## config.mk

```make
export PLATFORM = sky130hd
export DESIGN_NAME = jtag_tap_master_sequencer_core
export DESIGN_NICKNAME = d
export VERILOG_FILES = /design/src/rtl/core/jtag_pkg.sv /design/src/rtl/core/jtag_tap_master_sequencer_core.sv
export SDC_FILE = /design/constraint.sdc
export NUM_CORES = 1
export LEC_CHECK = 0
export BUFFER_PORTS_ARGS = -buffer_cell sky130_fd_sc_hd__buf_4
export CAP_MARGIN = 40
export CORE_AREA = 5 5 98 100
export CTS_CLUSTER_SIZE = 10
export DETAILED_ROUTE_END_ITERATION = 7
export DIE_AREA = 0 0 103 105
export PLACE_DENSITY = 0.69
export RECOVER_POWER = 100
export SYNTH_ARGS = -nofsm -noshare
export SYNTH_HDL_FRONTEND = slang
export SYNTH_SLANG_ARGS = --single-unit
```

## constraint.sdc

```tcl
create_clock -name clk -period 7.97 [get_ports clk]
set_clock_uncertainty 0.05 [all_clocks]
set_input_delay 1.594 -clock clk [delete_from_list [all_inputs] [get_ports clk]]
set_output_delay 1.594 -clock clk [all_outputs]
set_load 0.02 [all_outputs]
```

## src/rtl/core/jtag_pkg.sv

```systemverilog
// Shared types and constants for the JTAG TAP master sequencer.
// Holds the TAP state encoding, the TAP transition function and the sequencer states.
// Used by jtag_tap_master_sequencer_core and jtag_chk; depends on nothing.
package jtag_pkg;

  // Default for the largest number of data bits in one shift.
  localparam int MaxBitsDef = 32;

  // TMS-high clocks that force the TAP into Test-Logic-Reset.
  localparam int ResetClocks = 5;

  // Command codes.
  localparam logic [1:0] OP_RESET   = 2'd0;
  localparam logic [1:0] OP_CAP_DR  = 2'd1;
  localparam logic [1:0] OP_CAP_IR  = 2'd2;
  localparam logic [1:0] OP_SHIFT   = 2'd3;

  // Exit modes of a shift.
  localparam logic [1:0] EXIT_STAY   = 2'd0;
  localparam logic [1:0] EXIT_EXIT1  = 2'd1;
  localparam logic [1:0] EXIT_IDLE   = 2'd2;
  localparam logic [1:0] EXIT_UPDATE = 2'd3;

  // TAP controller states in the standard encoding.
  typedef enum logic [3:0] {
    TAP_EX2DR   = 4'h0,
    TAP_EX1DR   = 4'h1,
    TAP_SHDR    = 4'h2,
    TAP_PAUSEDR = 4'h3,
    TAP_SELIR   = 4'h4,
    TAP_UPDDR   = 4'h5,
    TAP_CAPDR   = 4'h6,
    TAP_SELDR   = 4'h7,
    TAP_EX2IR   = 4'h8,
    TAP_EX1IR   = 4'h9,
    TAP_SHIR    = 4'hA,
    TAP_PAUSEIR = 4'hB,
    TAP_RTI     = 4'hC,
    TAP_UPDIR   = 4'hD,
    TAP_CAPIR   = 4'hE,
    TAP_TLR     = 4'hF
  } tap_t;

  // Sequencer states; every state but SEQ_IDLE emits TCK-cycle words.
  typedef enum logic [3:0] {
    SEQ_IDLE,
    SEQ_RST_HI,
    SEQ_RST_LO,
    SEQ_CAP_HI1,
    SEQ_CAP_HI2,
    SEQ_CAP_LO,
    SEQ_SH_PAD,
    SEQ_SH_BIT,
    SEQ_TAIL_HI,
    SEQ_TAIL_LO
  } seq_t;

  // TAP controller transition on a TCK edge.
  function automatic tap_t tap_next(input tap_t cur, input logic tms_bit);
    tap_t nxt;
    nxt = TAP_TLR;
    unique case (cur)
      TAP_EX2DR:   nxt = tms_bit ? TAP_UPDDR : TAP_SHDR;
      TAP_EX1DR:   nxt = tms_bit ? TAP_UPDDR : TAP_PAUSEDR;
      TAP_SHDR:    nxt = tms_bit ? TAP_EX1DR : TAP_SHDR;
      TAP_PAUSEDR: nxt = tms_bit ? TAP_EX2DR : TAP_PAUSEDR;
      TAP_SELIR:   nxt = tms_bit ? TAP_TLR   : TAP_CAPIR;
      TAP_UPDDR:   nxt = tms_bit ? TAP_SELDR : TAP_RTI;
      TAP_CAPDR:   nxt = tms_bit ? TAP_EX1DR : TAP_SHDR;
      TAP_SELDR:   nxt = tms_bit ? TAP_SELIR : TAP_CAPDR;
      TAP_EX2IR:   nxt = tms_bit ? TAP_UPDIR : TAP_SHIR;
      TAP_EX1IR:   nxt = tms_bit ? TAP_UPDIR : TAP_PAUSEIR;
      TAP_SHIR:    nxt = tms_bit ? TAP_EX1IR : TAP_SHIR;
      TAP_PAUSEIR: nxt = tms_bit ? TAP_EX2IR : TAP_PAUSEIR;
      TAP_RTI:     nxt = tms_bit ? TAP_SELDR : TAP_RTI;
      TAP_UPDIR:   nxt = tms_bit ? TAP_SELDR : TAP_RTI;
      TAP_CAPIR:   nxt = tms_bit ? TAP_EX1IR : TAP_SHIR;
      TAP_TLR:     nxt = tms_bit ? TAP_TLR   : TAP_RTI;
      default:     nxt = TAP_TLR;
    endcase
    return nxt;
  endfunction

endpackage

```

## src/rtl/core/jtag_tap_master_sequencer_core.sv

```systemverilog
// JTAG TAP master sequencer: turns one command word into a stream of TCK-cycle words.
// A small state machine with one shared bit counter drives TMS/TDI and tracks the TAP.
// Depends on jtag_pkg.
//
// Usage: the input channel (in_valid/in_ready) takes one command word: reset,
// capture DR, capture IR or shift, with shift length, TDI data, capture length and
// exit mode. The output channel (out_valid/out_ready) gives one word per TCK cycle:
// tms, tdi, capture_tdo, bit_index, bad_state and last on the final word.
// The command and the sequencer state are registered on acceptance; the output
// register then takes the first word once it is free. Throughput: one word per cycle
// while out_ready is high within a command. A reset command emits 6 words, capture DR 2,
// capture IR 3 and shift up to MAX_BITS + 3; the sequencer passes through idle to
// accept each command. The output handshake sets this pace, and in_ready is high
// only while the sequencer has no command. The next command is taken while the
// final word of the previous one still waits. A shift of zero bits that needs no pad
// and no tail clocks emits nothing. When a valid word meets a low out_ready, the
// output register holds it and the sequencer waits. Reset empties the output register,
// idles the sequencer and sets the tracked TAP state to Test-Logic-Reset.
module jtag_tap_master_sequencer_core #(
  parameter int MAX_BITS = jtag_pkg::MaxBitsDef
) (
  input  logic        clk,
  input  logic        rst,
  input  logic        in_valid,
  output logic        in_ready,
  input  logic [1:0]  operation,
  input  logic [5:0]  shift_len,
  input  logic [31:0] shift_data,
  input  logic [5:0]  capture_len,
  input  logic [1:0]  exit_mode,
  output logic        out_valid,
  input  logic        out_ready,
  output logic        tms,
  output logic        tdi,
  output logic        capture_tdo,
  output logic [4:0]  bit_index,
  output logic        bad_state,
  output logic        last
);

  // Counter holds a data bit index, a reset clock count or the capture IR flag.
  localparam int LenW  = $clog2(MAX_BITS + 1);
  localparam int CntW  = (LenW > 3) ? LenW : 3;

  jtag_pkg::seq_t   state, state_next;
  jtag_pkg::tap_t   tap_pos, tap_pos_next;
  logic [CntW-1:0]  cnt, cnt_next;
  logic [CntW-1:0]  len;
  logic [31:0]      data_sr;
  logic [5:0]       caplen;
  logic [1:0]       exitm;
  logic             bad;

  logic             accept;
  logic             emit;
  logic [CntW-1:0]  len_sat;
  logic             start_bad;
  logic             in_capture;
  jtag_pkg::seq_t   after_data;
  jtag_pkg::seq_t   sat_after_data;

  logic             r_tms;
  logic             r_tdi;
  logic             r_cap;
  logic [4:0]       r_idx;

  assign in_ready = (state == jtag_pkg::SEQ_IDLE);
  assign accept   = in_valid && in_ready;
  assign emit     = (state != jtag_pkg::SEQ_IDLE) && (!out_valid || out_ready);

  // Saturate the shift length and classify the starting TAP state.
  always_comb begin
    if (int'(shift_len) > MAX_BITS) begin
      len_sat = CntW'(MAX_BITS);
    end else begin
      len_sat = CntW'(shift_len);
    end
    in_capture = (tap_pos == jtag_pkg::TAP_CAPDR) || (tap_pos == jtag_pkg::TAP_CAPIR);
    start_bad  = 1'b0;
    unique case (operation)
      jtag_pkg::OP_RESET: start_bad = 1'b0;
      jtag_pkg::OP_CAP_DR, jtag_pkg::OP_CAP_IR:
        start_bad = !((tap_pos == jtag_pkg::TAP_RTI) ||
                      (tap_pos == jtag_pkg::TAP_UPDDR) ||
                      (tap_pos == jtag_pkg::TAP_UPDIR));
      jtag_pkg::OP_SHIFT:
        start_bad = !(in_capture ||
                      (tap_pos == jtag_pkg::TAP_SHDR) || (tap_pos == jtag_pkg::TAP_EX2DR) ||
                      (tap_pos == jtag_pkg::TAP_SHIR) || (tap_pos == jtag_pkg::TAP_EX2IR));
      default: start_bad = 1'b0;
    endcase
  end

  // Where a shift goes once its data bits are done, for the stored and incoming modes.
  always_comb begin
    if ((exitm == jtag_pkg::EXIT_IDLE) || (exitm == jtag_pkg::EXIT_UPDATE)) begin
      after_data = jtag_pkg::SEQ_TAIL_HI;
    end else begin
      after_data = jtag_pkg::SEQ_IDLE;
    end
    if ((exit_mode == jtag_pkg::EXIT_IDLE) || (exit_mode == jtag_pkg::EXIT_UPDATE)) begin
      sat_after_data = jtag_pkg::SEQ_TAIL_HI;
    end else begin
      sat_after_data = jtag_pkg::SEQ_IDLE;
    end
  end

  // Next state of the sequencer and its counter.
  always_comb begin
    state_next = state;
    cnt_next   = cnt;
    unique case (state)
      jtag_pkg::SEQ_IDLE: begin
        cnt_next = '0;
        if (accept) begin
          unique case (operation)
            jtag_pkg::OP_RESET:  state_next = jtag_pkg::SEQ_RST_HI;
            jtag_pkg::OP_CAP_DR: state_next = jtag_pkg::SEQ_CAP_HI1;
            jtag_pkg::OP_CAP_IR: state_next = jtag_pkg::SEQ_CAP_HI1;
            jtag_pkg::OP_SHIFT: begin
              if (in_capture) begin
                state_next = jtag_pkg::SEQ_SH_PAD;
              end else if (len_sat != '0) begin
                state_next = jtag_pkg::SEQ_SH_BIT;
              end else begin
                state_next = sat_after_data;
              end
            end
            default: state_next = jtag_pkg::SEQ_IDLE;
          endcase
        end
      end
      jtag_pkg::SEQ_RST_HI: begin
        if (emit) begin
          if (cnt == CntW'(jtag_pkg::ResetClocks - 1)) begin
            state_next = jtag_pkg::SEQ_RST_LO;
            cnt_next   = '0;
          end else begin
            cnt_next = cnt + CntW'(1);
          end
        end
      end
      jtag_pkg::SEQ_RST_LO: begin
        if (emit) state_next = jtag_pkg::SEQ_IDLE;
      end
      jtag_pkg::SEQ_CAP_HI1: begin
        if (emit) state_next = (cnt[0]) ? jtag_pkg::SEQ_CAP_HI2 : jtag_pkg::SEQ_CAP_LO;
      end
      jtag_pkg::SEQ_CAP_HI2: begin
        if (emit) state_next = jtag_pkg::SEQ_CAP_LO;
      end
      jtag_pkg::SEQ_CAP_LO: begin
        if (emit) begin
          state_next = jtag_pkg::SEQ_IDLE;
          cnt_next   = '0;
        end
      end
      jtag_pkg::SEQ_SH_PAD: begin
        if (emit) state_next = (len != '0) ? jtag_pkg::SEQ_SH_BIT : after_data;
      end
      jtag_pkg::SEQ_SH_BIT: begin
        if (emit) begin
          if (cnt == len - CntW'(1)) begin
            state_next = after_data;
            cnt_next   = '0;
          end else begin
            cnt_next = cnt + CntW'(1);
          end
        end
      end
      jtag_pkg::SEQ_TAIL_HI: begin
        if (emit) begin
          state_next = (exitm == jtag_pkg::EXIT_IDLE) ? jtag_pkg::SEQ_TAIL_LO
                                                       : jtag_pkg::SEQ_IDLE;
        end
      end
      jtag_pkg::SEQ_TAIL_LO: begin
        if (emit) state_next = jtag_pkg::SEQ_IDLE;
      end
      default: state_next = jtag_pkg::SEQ_IDLE;
    endcase
    // Capture IR uses the counter's low bit to ask for a second TMS-high clock.
    if ((state == jtag_pkg::SEQ_IDLE) && accept && (operation == jtag_pkg::OP_CAP_IR)) begin
      cnt_next = CntW'(1);
    end
  end

  // Word for the current TCK cycle, decoded from the sequencer state.
  always_comb begin
    r_tms = 1'b0;
    r_tdi = 1'b0;
    r_cap = 1'b0;
    r_idx = '0;
    unique case (state)
      jtag_pkg::SEQ_RST_HI, jtag_pkg::SEQ_CAP_HI1, jtag_pkg::SEQ_CAP_HI2,
      jtag_pkg::SEQ_TAIL_HI: begin
        r_tms = 1'b1;
      end
      jtag_pkg::SEQ_SH_BIT: begin
        r_tms = (exitm != jtag_pkg::EXIT_STAY) && (cnt == len - CntW'(1));
        r_tdi = data_sr[0];
        r_cap = (6'(cnt) < caplen);
        r_idx = r_cap ? 5'(cnt) : 5'd0;
      end
      default: begin
        r_tms = 1'b0;
      end
    endcase
  end

  assign tap_pos_next = emit ? jtag_pkg::tap_next(tap_pos, r_tms) : tap_pos;

  // Control registers.
  always_ff @(posedge clk) begin
    if (rst) begin
      state     <= jtag_pkg::SEQ_IDLE;
      cnt       <= '0;
      tap_pos   <= jtag_pkg::TAP_TLR;
      out_valid <= 1'b0;
    end else begin
      state   <= state_next;
      cnt     <= cnt_next;
      tap_pos <= tap_pos_next;
      if (emit) begin
        out_valid <= 1'b1;
      end else if (out_ready) begin
        out_valid <= 1'b0;
      end
    end
  end

  // Command registers; the data shifts right one bit per data clock.
  always_ff @(posedge clk) begin
    if (accept) begin
      len     <= len_sat;
      data_sr <= shift_data;
      caplen  <= capture_len;
      exitm   <= exit_mode;
      bad     <= start_bad;
    end else if (emit && (state == jtag_pkg::SEQ_SH_BIT)) begin
      data_sr <= {1'b0, data_sr[31:1]};
    end
  end

  // Output word register.
  always_ff @(posedge clk) begin
    if (emit) begin
      tms         <= r_tms;
      tdi         <= r_tdi;
      capture_tdo <= r_cap;
      bit_index   <= r_idx;
      bad_state   <= bad;
      last        <= (state_next == jtag_pkg::SEQ_IDLE);
    end
  end

endmodule

```

==> results_dict.tcl, run 1 <==
set metrics [dict create \
    status "finished with violations" \
    violations "capacitance limit, slew limit" \
    die_height_um 105 \
    grt_pass1_wl_um 12800 \
    cts_tree "done" \
    ir_drop_mv 0.124 \
    vias_per_cell 5.16 \
    synth_fp_nets 438 \
    slew_viol_final 79 \
    drv_cap 2 \
    r2r_end "cnt[2]" \
    drive_gt1_share_pct 16.1 \
    syn_avg_cell_area_um2 9.97 \
    stdcell_area_um2 4340 \
    wire_per_inst_um 14.3 \
    period_needed_ps 5100 \
    reg2reg_from "state[1]" \
    synth_seq_cells 72 \
    hold_depth 0 \
    root_buffer "clkbuf_8" \
    drt-pass1-iter-count 4 \
    hp-class "register to register" \
    leakage_nw 1.84 \
    area_delta_synth_final_pct 16.5 \
    hpwlAfterDp_um 5710 \
    gp_congestion 0.899 \
    cp_max_fo 45 \
    seq_area_frac_synth_pct 54.0 \
    end_kind "register" \
    tns_ps 0 \
    crit_end "cnt[2]" \
    post_cts_buffers 0 \
    cp-start-kind "register" \
    clockBufferDepth 2 \
    core_um2 8590 \
    setup_violations 0 \
    synth_cells 374 \
    syn-cell-area_um2 3730 \
    worstSetupPathType "register to register" \
    rows 34 \
    hold_buffers 0 \
    cts_resized 0 \
    synthArstFlopShare_pct 0 \
    clkLatencyLatePin_ps 350 \
    powerDensity_nw_per_um2 244 \
    multi_input_area_um2 1530 \
    fill_cells 849 \
    cts_buffers 9 \
    vias 2830 \
    clock_sinks 72 \
    tightest_slew_ps 1990 \
    max_freq_mhz 196 \
    grt_antenna_before_repair 0 \
    path_clk_slew_ps 80 \
    relSlewSlack_pct -33.0 \
    die_area_um2 10800 \
    yosysUniqueCellTypes 59 \
    wl_um 7860 \
    final_nets 499 \
    cp.required_ps 8130 \
    grt_pass1_vias 2760 \
    placed_area_um2 4280 \
    grt_max_degree 46 \
    synth_ff_type "edfxtp_1" \
    hold_viol_final 0 \
    die_w_um 103 \
    rr_worst_depth 7 \
    regArea_um2 2010 \
    post-route-drc-count 0 \
    portBuffers 63 \
    rsz0062_at_grt "no" \
    htreeDepth 3 \
    ant_nets 0 \
    final.period_utilization_pct 64.0 \
    num_io_pins 64 \
    antenna_cells 0 \
    synth_edf_count 57 \
    start_util_pct 43.4 \
    drt-initial-drc-count 149 \
    grt_overflow 0 \
    startpoint "state[1]" \
    rrSetupSlack_ps 2870 \
    ys_warn_count 0 \
    worst_ep_arrival_time_ps 5260 \
    grtUsageTotal_pct 15.2 \
]
==> logic make-up after synthesis <==
kind of cell               after synthesis  synth area share [%]
and+or+nand+nor                        191                  24.4
DFF                                     72                  54.0
AOI/OAI and AO/OA                       53                  10.9
buffers and inverters                   34                  3.89
xor gates and xnor gates                12                  2.82
adders and majority gates               12                  4.03
==> how the worst min path moves through the flow <==
stage,end,from
after floorplan,bad_state,bad
after global placement,bad_state,bad
after detailed placement,bad_state,bad
after CTS,bad_state,bad
after global routing,bad_state,bad
final,bad_state,bad
==> layout make-up <==
class                   count  share of cell area (%)
flip-flops and latches     72                    46.3
clock buffers              14                    3.51
inverters                  19                    1.64
clock inverters             2                   0.202
repair buffers             65                    9.94
well taps                 108                    3.11
multi-input cells         268                    35.3
==> worst max-delay path: stages, from the launching register on <==
cell	delay [ps]
dfxtp_1	470
nor4_1	950
nand2_1	880
inv_1	500
clkbuf_1	1460
a21oi_1	250
o21ai_0	270
nor2_1	90
==> through the flow <==
stage / utilization, % / hold slack, ps / worst slack, ps / total power [W] / cells
6_report: 50.5 / 359 / 2870 / 0.00106 / 548
5_1_grt: 50.5 / 395 / 2250 / 0.00112 / 548
4_1_cts: 51.7 / 365 / 4530 / 0.00109 / 548
3_5_place_dp: 49.8 / 355 / 4160 / 0.000838 / 532
3_3_place_gp: 49.8 / 353 / 4220 / 0.000828 / 532
2_1_floorplan: - / 350 / 3020 / 0.000742 / 374
==> sequential cells by signal, summed over array words and instances, names as in the netlist <==
signal / count
capture_tdo: 1
exitm: 2
tap_pos: 4
out_valid: 1
bad_state: 1
caplen: 6
tdi: 1
tms: 1
cnt: 6
state: 4
len: 6
bad: 1
data_sr: 32
last: 1
bit_index: 5
==> cells in the mapped netlist, types with 2 or more instances <==
library cell,number,area [µm²]
nand2_1,111,417
edfxtp_1,57,1710
nor2_1,26,97.6
inv_1,18,67.6
dfxtp_1,15,300
a21oi_1,12,60.1
ha_1,12,150
nor2b_1,10,62.6
xnor2_1,9,78.8
o21ai_0,8,40.0
nand3_1,7,35.0
clkbuf_1,6,22.5
a21o_1,5,37.5
a31oi_1,5,31.3
buf_2,5,25.0
nand2b_1,4,25.0
nor3_1,4,20.0
a22oi_1,3,22.5
and3b_1,3,26.3
nand3b_1,3,22.5
nor3b_1,3,22.5
xor2_1,3,26.3
a2111oi_4,2,55.1
a211oi_1,2,15.0
and2_1,2,12.5
buf_1,2,7.51
nand4_1,2,12.5
o211ai_1,2,15.0
o31ai_1,2,15.0
or2_2,2,12.5
==> cells in the final DEF (no fill, tap or decap), types with 5 or more instances in the layout <==
master    count
inv_1        18
edfxtp_1     57
a21oi_1      12
nor2_1       26
a31oi_1       5
clkbuf_4     11
nand2_1     112
buf_4        39
nor2b_1      10
dfxtp_1      15
clkbuf_1     19
xnor2_1       9
nand3_1       7
o21ai_0       9
a21o_1        5
clkbuf_8     10
ha_1         12
==> routing by layer <==
layer	share of wire (%)	global-route usage [%]	vias up	routed length (µm)
met4	2.0	7.59	0	160
met5	0	0	-	0
met1	42	19.2	1304	3330
li1	-	-	1413	-
met2	48	23.9	100	3800
met3	7.3	3.66	13	573
==> power by group <==
group	switching [W]	internal [W]
logic	0.000171	0.0000979
clock network	0.000130	0.000121
registers	0.0000375	0.000503
total	0.000338	0.000721
No activity file was read; power rests on OpenSTA's default activity.
==> run 2: changes to the inputs <==
Settings changed: ABC_AREA from default to 1, CORE_AREA 5 5 98 100 to 5 5 99 101, DIE_AREA 0 0 103 105 to 0 0 104 106, PLACE_DENSITY 0.69 to 0.71.
Clock period 7.97 ns to 4.1 ns, I/O delays scaled along.
==> run 2 against run 1 <==
Net effect:
- the flow now finishes without violations
- hold slack better by 40 ps
- global-route usage is 0.85 points higher
- routed wire length is 9.8% higher
- non-clock buffer count stayed put
- sequential power is 82% higher
- core utilization hardly changed
- critical path depth is 3 higher
- design area is 3.9% higher
- final cell count is 18% higher
- critical endpoint is now last
- largest power group unchanged
- highest routed layer unchanged
==> results_dict.tcl, run 2 <==
set metrics [dict create \
    status "complete, no violations" \
    cp.required_ps 4260 \
    root_buffer "clkbuf_8" \
    drt-pass1-iter-count 4 \
    drive_gt1_share_pct 14.0 \
    yosys.area.top_type "edfxtp_1" \
    grt_pass1_wl_um 14400 \
    leakage_nw 2.10 \
    clkLatencyLatePin_ps 350 \
    path_clk_slew_ps 70 \
    die_area_um2 11000 \
    ir_drop_mv 0.217 \
    cts_buffers 9 \
    whs_ps 399 \
    grt_max_degree 40 \
    cp-start-kind "register" \
    htreeDepth 3 \
    yosys.cell_count.top_type "nand2_1" \
    die_height_um 106 \
    grt_pass1_vias 3076 \
    rows 35 \
    mostFrequentLayoutCell "nand2_1" \
    seq_area_frac_synth_pct 52.3 \
    yosysUniqueCellTypes 36 \
    tightest_slew_ps 1180 \
    regArea_um2 2010 \
    synth_edf_count 57 \
    period_needed_ps 2940 \
    post-route-drc-count 0 \
    largest_register_ffs 32 \
    synth_seq_cells 72 \
    start_util_pct 43.1 \
    stdcell_area_um2 4510 \
    post_cts_buffers 0 \
    rsz0062_at_grt "no" \
    multi_input_area_um2 1530 \
    grt_overflow 0 \
    grt_antenna_before_repair 0 \
    num_io_pins 64 \
    drt-initial-drc-count 104 \
    synthTopCellsByCount "161 x nand2_1, 58 x inv_1, 57 x edfxtp_1, 47 x nor2_1, 17 x o21ai_0" \
    top_register "data_sr" \
    relSlewSlack_pct 21.1 \
    placed_area_um2 4440 \
    drv_cap 0 \
    worst_ep_arrival_time_ps 3100 \
    syn_avg_cell_area_um2 8.24 \
    core_um2 8930 \
    grtUsageTotal_pct 16.0 \
    cp_max_fo 35 \
    ys_warn_count 0 \
    cts_resized 0 \
    hold_depth 0 \
    worstSetupPathType "register to register" \
    hold_viol_final 0 \
    clockBufferDepth 2 \
    setup_violations 0 \
    final_nets 597 \
    hp-class "register to register" \
    die_w_um 104 \
    max_freq_mhz 341 \
    slew_viol_final 0 \
    rr_worst_depth 10 \
    fill_cells 857 \
    synth_top_cell_area_share_pct 44.5 \
    final_cell_mix "164 x nand2_1, 58 x inv_1, 57 x edfxtp_1" \
    final.period_utilization_pct 71.6 \
    wl_um 8630 \
    synth_ff_type "edfxtp_1" \
    synthArstFlopShare_pct 0 \
    syn-cell-area_um2 3850 \
    final_util_pct 50.5 \
    tns_ps 0 \
    gp_congestion 0.919 \
    cts_tree "done" \
    netlist_top_cells_area "edfxtp_1 44%, nand2_1 16%, dfxtp_1 7.8%, inv_1 5.7%, nor2_1 4.6%" \
    synth_fp_nets 531 \
    portBuffers 63 \
    end_kind "register" \
    hold_buffers 0 \
    area_delta_synth_final_pct 17.3 \
    vias_per_cell 4.92 \
    hpwlAfterDp_um 6360 \
    antenna_cells 0 \
    clock_sinks 72 \
    vias 3182 \
    ant_nets 0 \
    wire_per_inst_um 13.3 \
    powerDensity_nw_per_um2 431 \
    synth_cells 467 \
]
run 2: cell types whose count changed after synthesis, moves of 5 or more:
cell     previous run  this run
nand4_1             2         7
nor2_1             26        47
a31oi_1             5         0
xnor2_1             9         2
inv_2               0         5
nand3_1             7        16
inv_1              18        58
o21ai_1             1         6
nor2b_1            10         1
o21ai_0             8        17
a21o_1              5         0
nand2_1           111       161
run 2: area by class of cell:
| cell class | count | share of cell area (%) |
|---|---|---|
| Sequential cell | 72 | 44.6 |
| Multi-Input combinational cell | 321 | 34.0 |
| Timing Repair Buffer | 65 | 9.51 |
| Inverter | 64 | 5.32 |
| Tap cell | 111 | 3.08 |
| Clock buffer | 9 | 2.74 |
| Clock inverter | 5 | 0.776 |
run 2: path summary, 6_finish.rpt:
check / from / endpoint / slack, ps
worst max-delay path: state[0] / last / 1160
worst min-delay path: bad / bad_state / 400
worst max register to register: state[0] / last / 1160
worst min register to register: bad / bad_state / 400
run 2: cell families (layout without fill, tap and decap cells):
family | count (synthesis) | count (layout) | synth area share [%]
xor+xnor | 3 | 3 | 0.683
flops | 72 | 72 | 52.3
simple gates | 256 | 256 | 28.5
buf+inv | 74 | 143 | 7.25
fa+ha+maj | 12 | 12 | 3.90
compound gates | 50 | 50 | 7.38
run 2: worst max-delay path: stages (launching register included):
cell	delay, ps
dfxtp_1	410
nor2_1	90
nand2_1	150
inv_1	90
nand2_1	860
inv_2	350
nand2_1	150
nor2_1	50
a21oi_1	120
a21boi_0	320
nor2b_1	170
run 2: per-layer routing:
metal	vias to the layer above	wire length, µm	GRT usage [%]
met5	-	0	0
met4	0	184	6.11
met3	19	594	5.04
met2	100	4100	27.0
met1	1423	3740	19.1
li1	1640	-	-
run 2: power breakdown:
group          switching, W  internal, W
registers         0.0000500     0.000933
clock network      0.000268     0.000212
logic              0.000324     0.000159
total              0.000642      0.00130
run 2: metrics by stage:
stage | setup WS, ps | instances | total power, W
floorplan | 97.0 | 467 | 0.00134
global placement | 1360 | 633 | 0.00150
detailed placement | 1260 | 633 | 0.00151
CTS | 1630 | 647 | 0.00199
global route | 809 | 647 | 0.00208
finish | 1160 | 647 | 0.00195
==> run 3: changes to the inputs <==
Settings changed: PLACE_DENSITY 0.71 to 0.69.
Clock period 4.1 ns to 2.9 ns, I/O delays scaled along.
==> run 3 against run 2 <==
Net effect:
- combinational power rose by 41%
- hold slack got worse by 24 ps
- sequential power rose by 41%
- design area rose by 1.5%
- highest routed layer unchanged
==> results_dict.tcl, run 3 (synthesized netlist as in run 2, its figures left out) <==
set metrics [dict create \
    die_w_um 104 \
    cp.required_ps 2840 \
    cp_common_cell "nand2_1" \
    status "complete, no violations" \
    num_io_pins 64 \
    worst_ep_arrival_time_ps 2230 \
    grt_pass1_wl_um 14500 \
    leakage_nw 2.14 \
    root_buffer "clkbuf_8" \
    final_cells 650 \
    setup_violations 0 \
    power_w 0.00296 \
    switching_share_pct 31.4 \
    hold_buffers 0 \
    relSlewSlack_pct 47.8 \
    drive_gt1_share_pct 14.5 \
    cts_resized 0 \
    vias 3260 \
    drt-pass1-iter-count 5 \
    cts_buffers 9 \
    hp-class "input pin to register" \
    dp_cells 635 \
    die_height_um 106 \
    grtUsageTotal_pct 16.0 \
    critPathSlowestCell "clkbuf_2" \
    dp_slack_ps 607 \
    cts_tree "done" \
    gp_congestion 0.913 \
    post-route-drc-count 0 \
    slew_viol_final 0 \
    final_util_pct 51.3 \
    rows 35 \
    p_comb_share_pct 23.1 \
    grt_pass1_vias 3070 \
    p_clk_share_pct 29.9 \
    p_int_w 0.00203 \
    ir_drop_mv 0.321 \
    mostFrequentLayoutCell "nand2_1" \
    hold_viol_final 0 \
    switching_power_w 0.000928 \
    portBuffers 63 \
    wire_per_inst_um 13.1 \
    core_um2 8930 \
    cp_max_fo 28 \
    tns_ps 0 \
    slowest_delay_ps 530 \
    antenna_cells 0 \
    rsz0062_at_grt "no" \
    critical_path.cell_chain "nor2_1, nand2_1, inv_1, nand2_1, inv_2, clkbuf_2" \
    hpwlAfterDp_um 6180 \
    end_kind "register" \
    ant_nets 0 \
    clkLatencyLatePin_ps 350 \
    seqPwrFrac_pct 47.0 \
    final_cell_mix "164 x nand2_1, 58 x inv_1, 57 x edfxtp_1" \
    drv_cap 0 \
    grt_max_degree 33 \
    setup_ws_ps 604 \
    path_clk_slew_ps 80 \
    die_area_um2 11000 \
    clock_sinks 72 \
    grt_antenna_before_repair 0 \
    area_delta_synth_final_pct 19.0 \
    period_needed_ps 2300 \
    max_freq_mhz 436 \
    largest_register_ffs 32 \
    htreeDepth 3 \
    powerDensity_nw_per_um2 646 \
    start_util_pct 43.1 \
    worstSetupPathType "register to register" \
    clockBufferDepth 2 \
    top_register "data_sr" \
    vias_per_cell 5.02 \
    drt-initial-drc-count 232 \
    post_cts_buffers 0 \
    grt_overflow 0 \
    final_nets 599 \
    tightest_slew_ps 783 \
    wl_um 8520 \
    cp-start-kind "register" \
    final.period_utilization_pct 79.2 \
]
-- run 3: cell count changes in the layout (fill, tap and decap cells not counted), moves of 2 or more --
cell,change
clkinv_4,+2
o21ai_1,-2
clkinvlp_4,-2
o21ai_0,+2
bufinv_16,+2
-- run 3: final cells by class --
type / instances / area, µm²
repair buffers: 67 / 438
multi-input cells: 321 / 1530
well taps: 111 / 139
flip-flops and latches: 72 / 2010
clock buffers: 9 / 124
inverters: 64 / 240
clock inverters: 6 / 93.8
fillers: 889 / 4350
-- run 3: metrics by stage --
stage          hold WS [ps]  cell area (µm²)
2_1_floorplan           350             3850
3_3_place_gp            357             4460
3_5_place_dp            359             4460
4_1_cts                 335             4670
5_1_grt                 356             4580
6_report                374             4580
-- run 3: path summary, 6_finish.rpt --
kind	to	slack (ps)	cells past startpoint	start
worst max-delay path	exitm[1]	600	6	state[0]
worst min-delay path	caplen[0]	370	1	capture_len[0]
worst max register to register	exitm[1]	600	6	state[0]
worst min register to register	bad_state	370	0	bad
-- run 3: layer usage --
layer | up-vias | GRT usage [%] | wire length (µm) | part of all wire, %
met2 | 123 | 25.9 | 4010 | 47
li1 | 1647 | - | - | -
met3 | 19 | 4.61 | 676 | 7.9
met5 | - | 0 | 0 | 0
met1 | 1471 | 20.4 | 3620 | 42
met4 | 0 | 6.29 | 213 | 2.5
-- run 3: critical path: cells and delay by family (launching register included) --
family / cells / cell delay, ps
buffers and inverters: 3 / 1040
AND/OR/NAND/NOR: 3 / 480
flip-flops: 1 / 360
-- run 3: power by group through the flow --
stage | clock network (W) | registers [W] | logic [W]
6_report | 0.000884 | 0.00139 | 0.000683
3_3_place_gp | 0 | 0.00141 | 0.000711
4_1_cts | 0.000903 | 0.00139 | 0.000729
3_5_place_dp | 0 | 0.00141 | 0.000725
2_1_floorplan | 0 | 0.00143 | 0.000470
5_1_grt | 0.000942 | 0.00141 | 0.000786
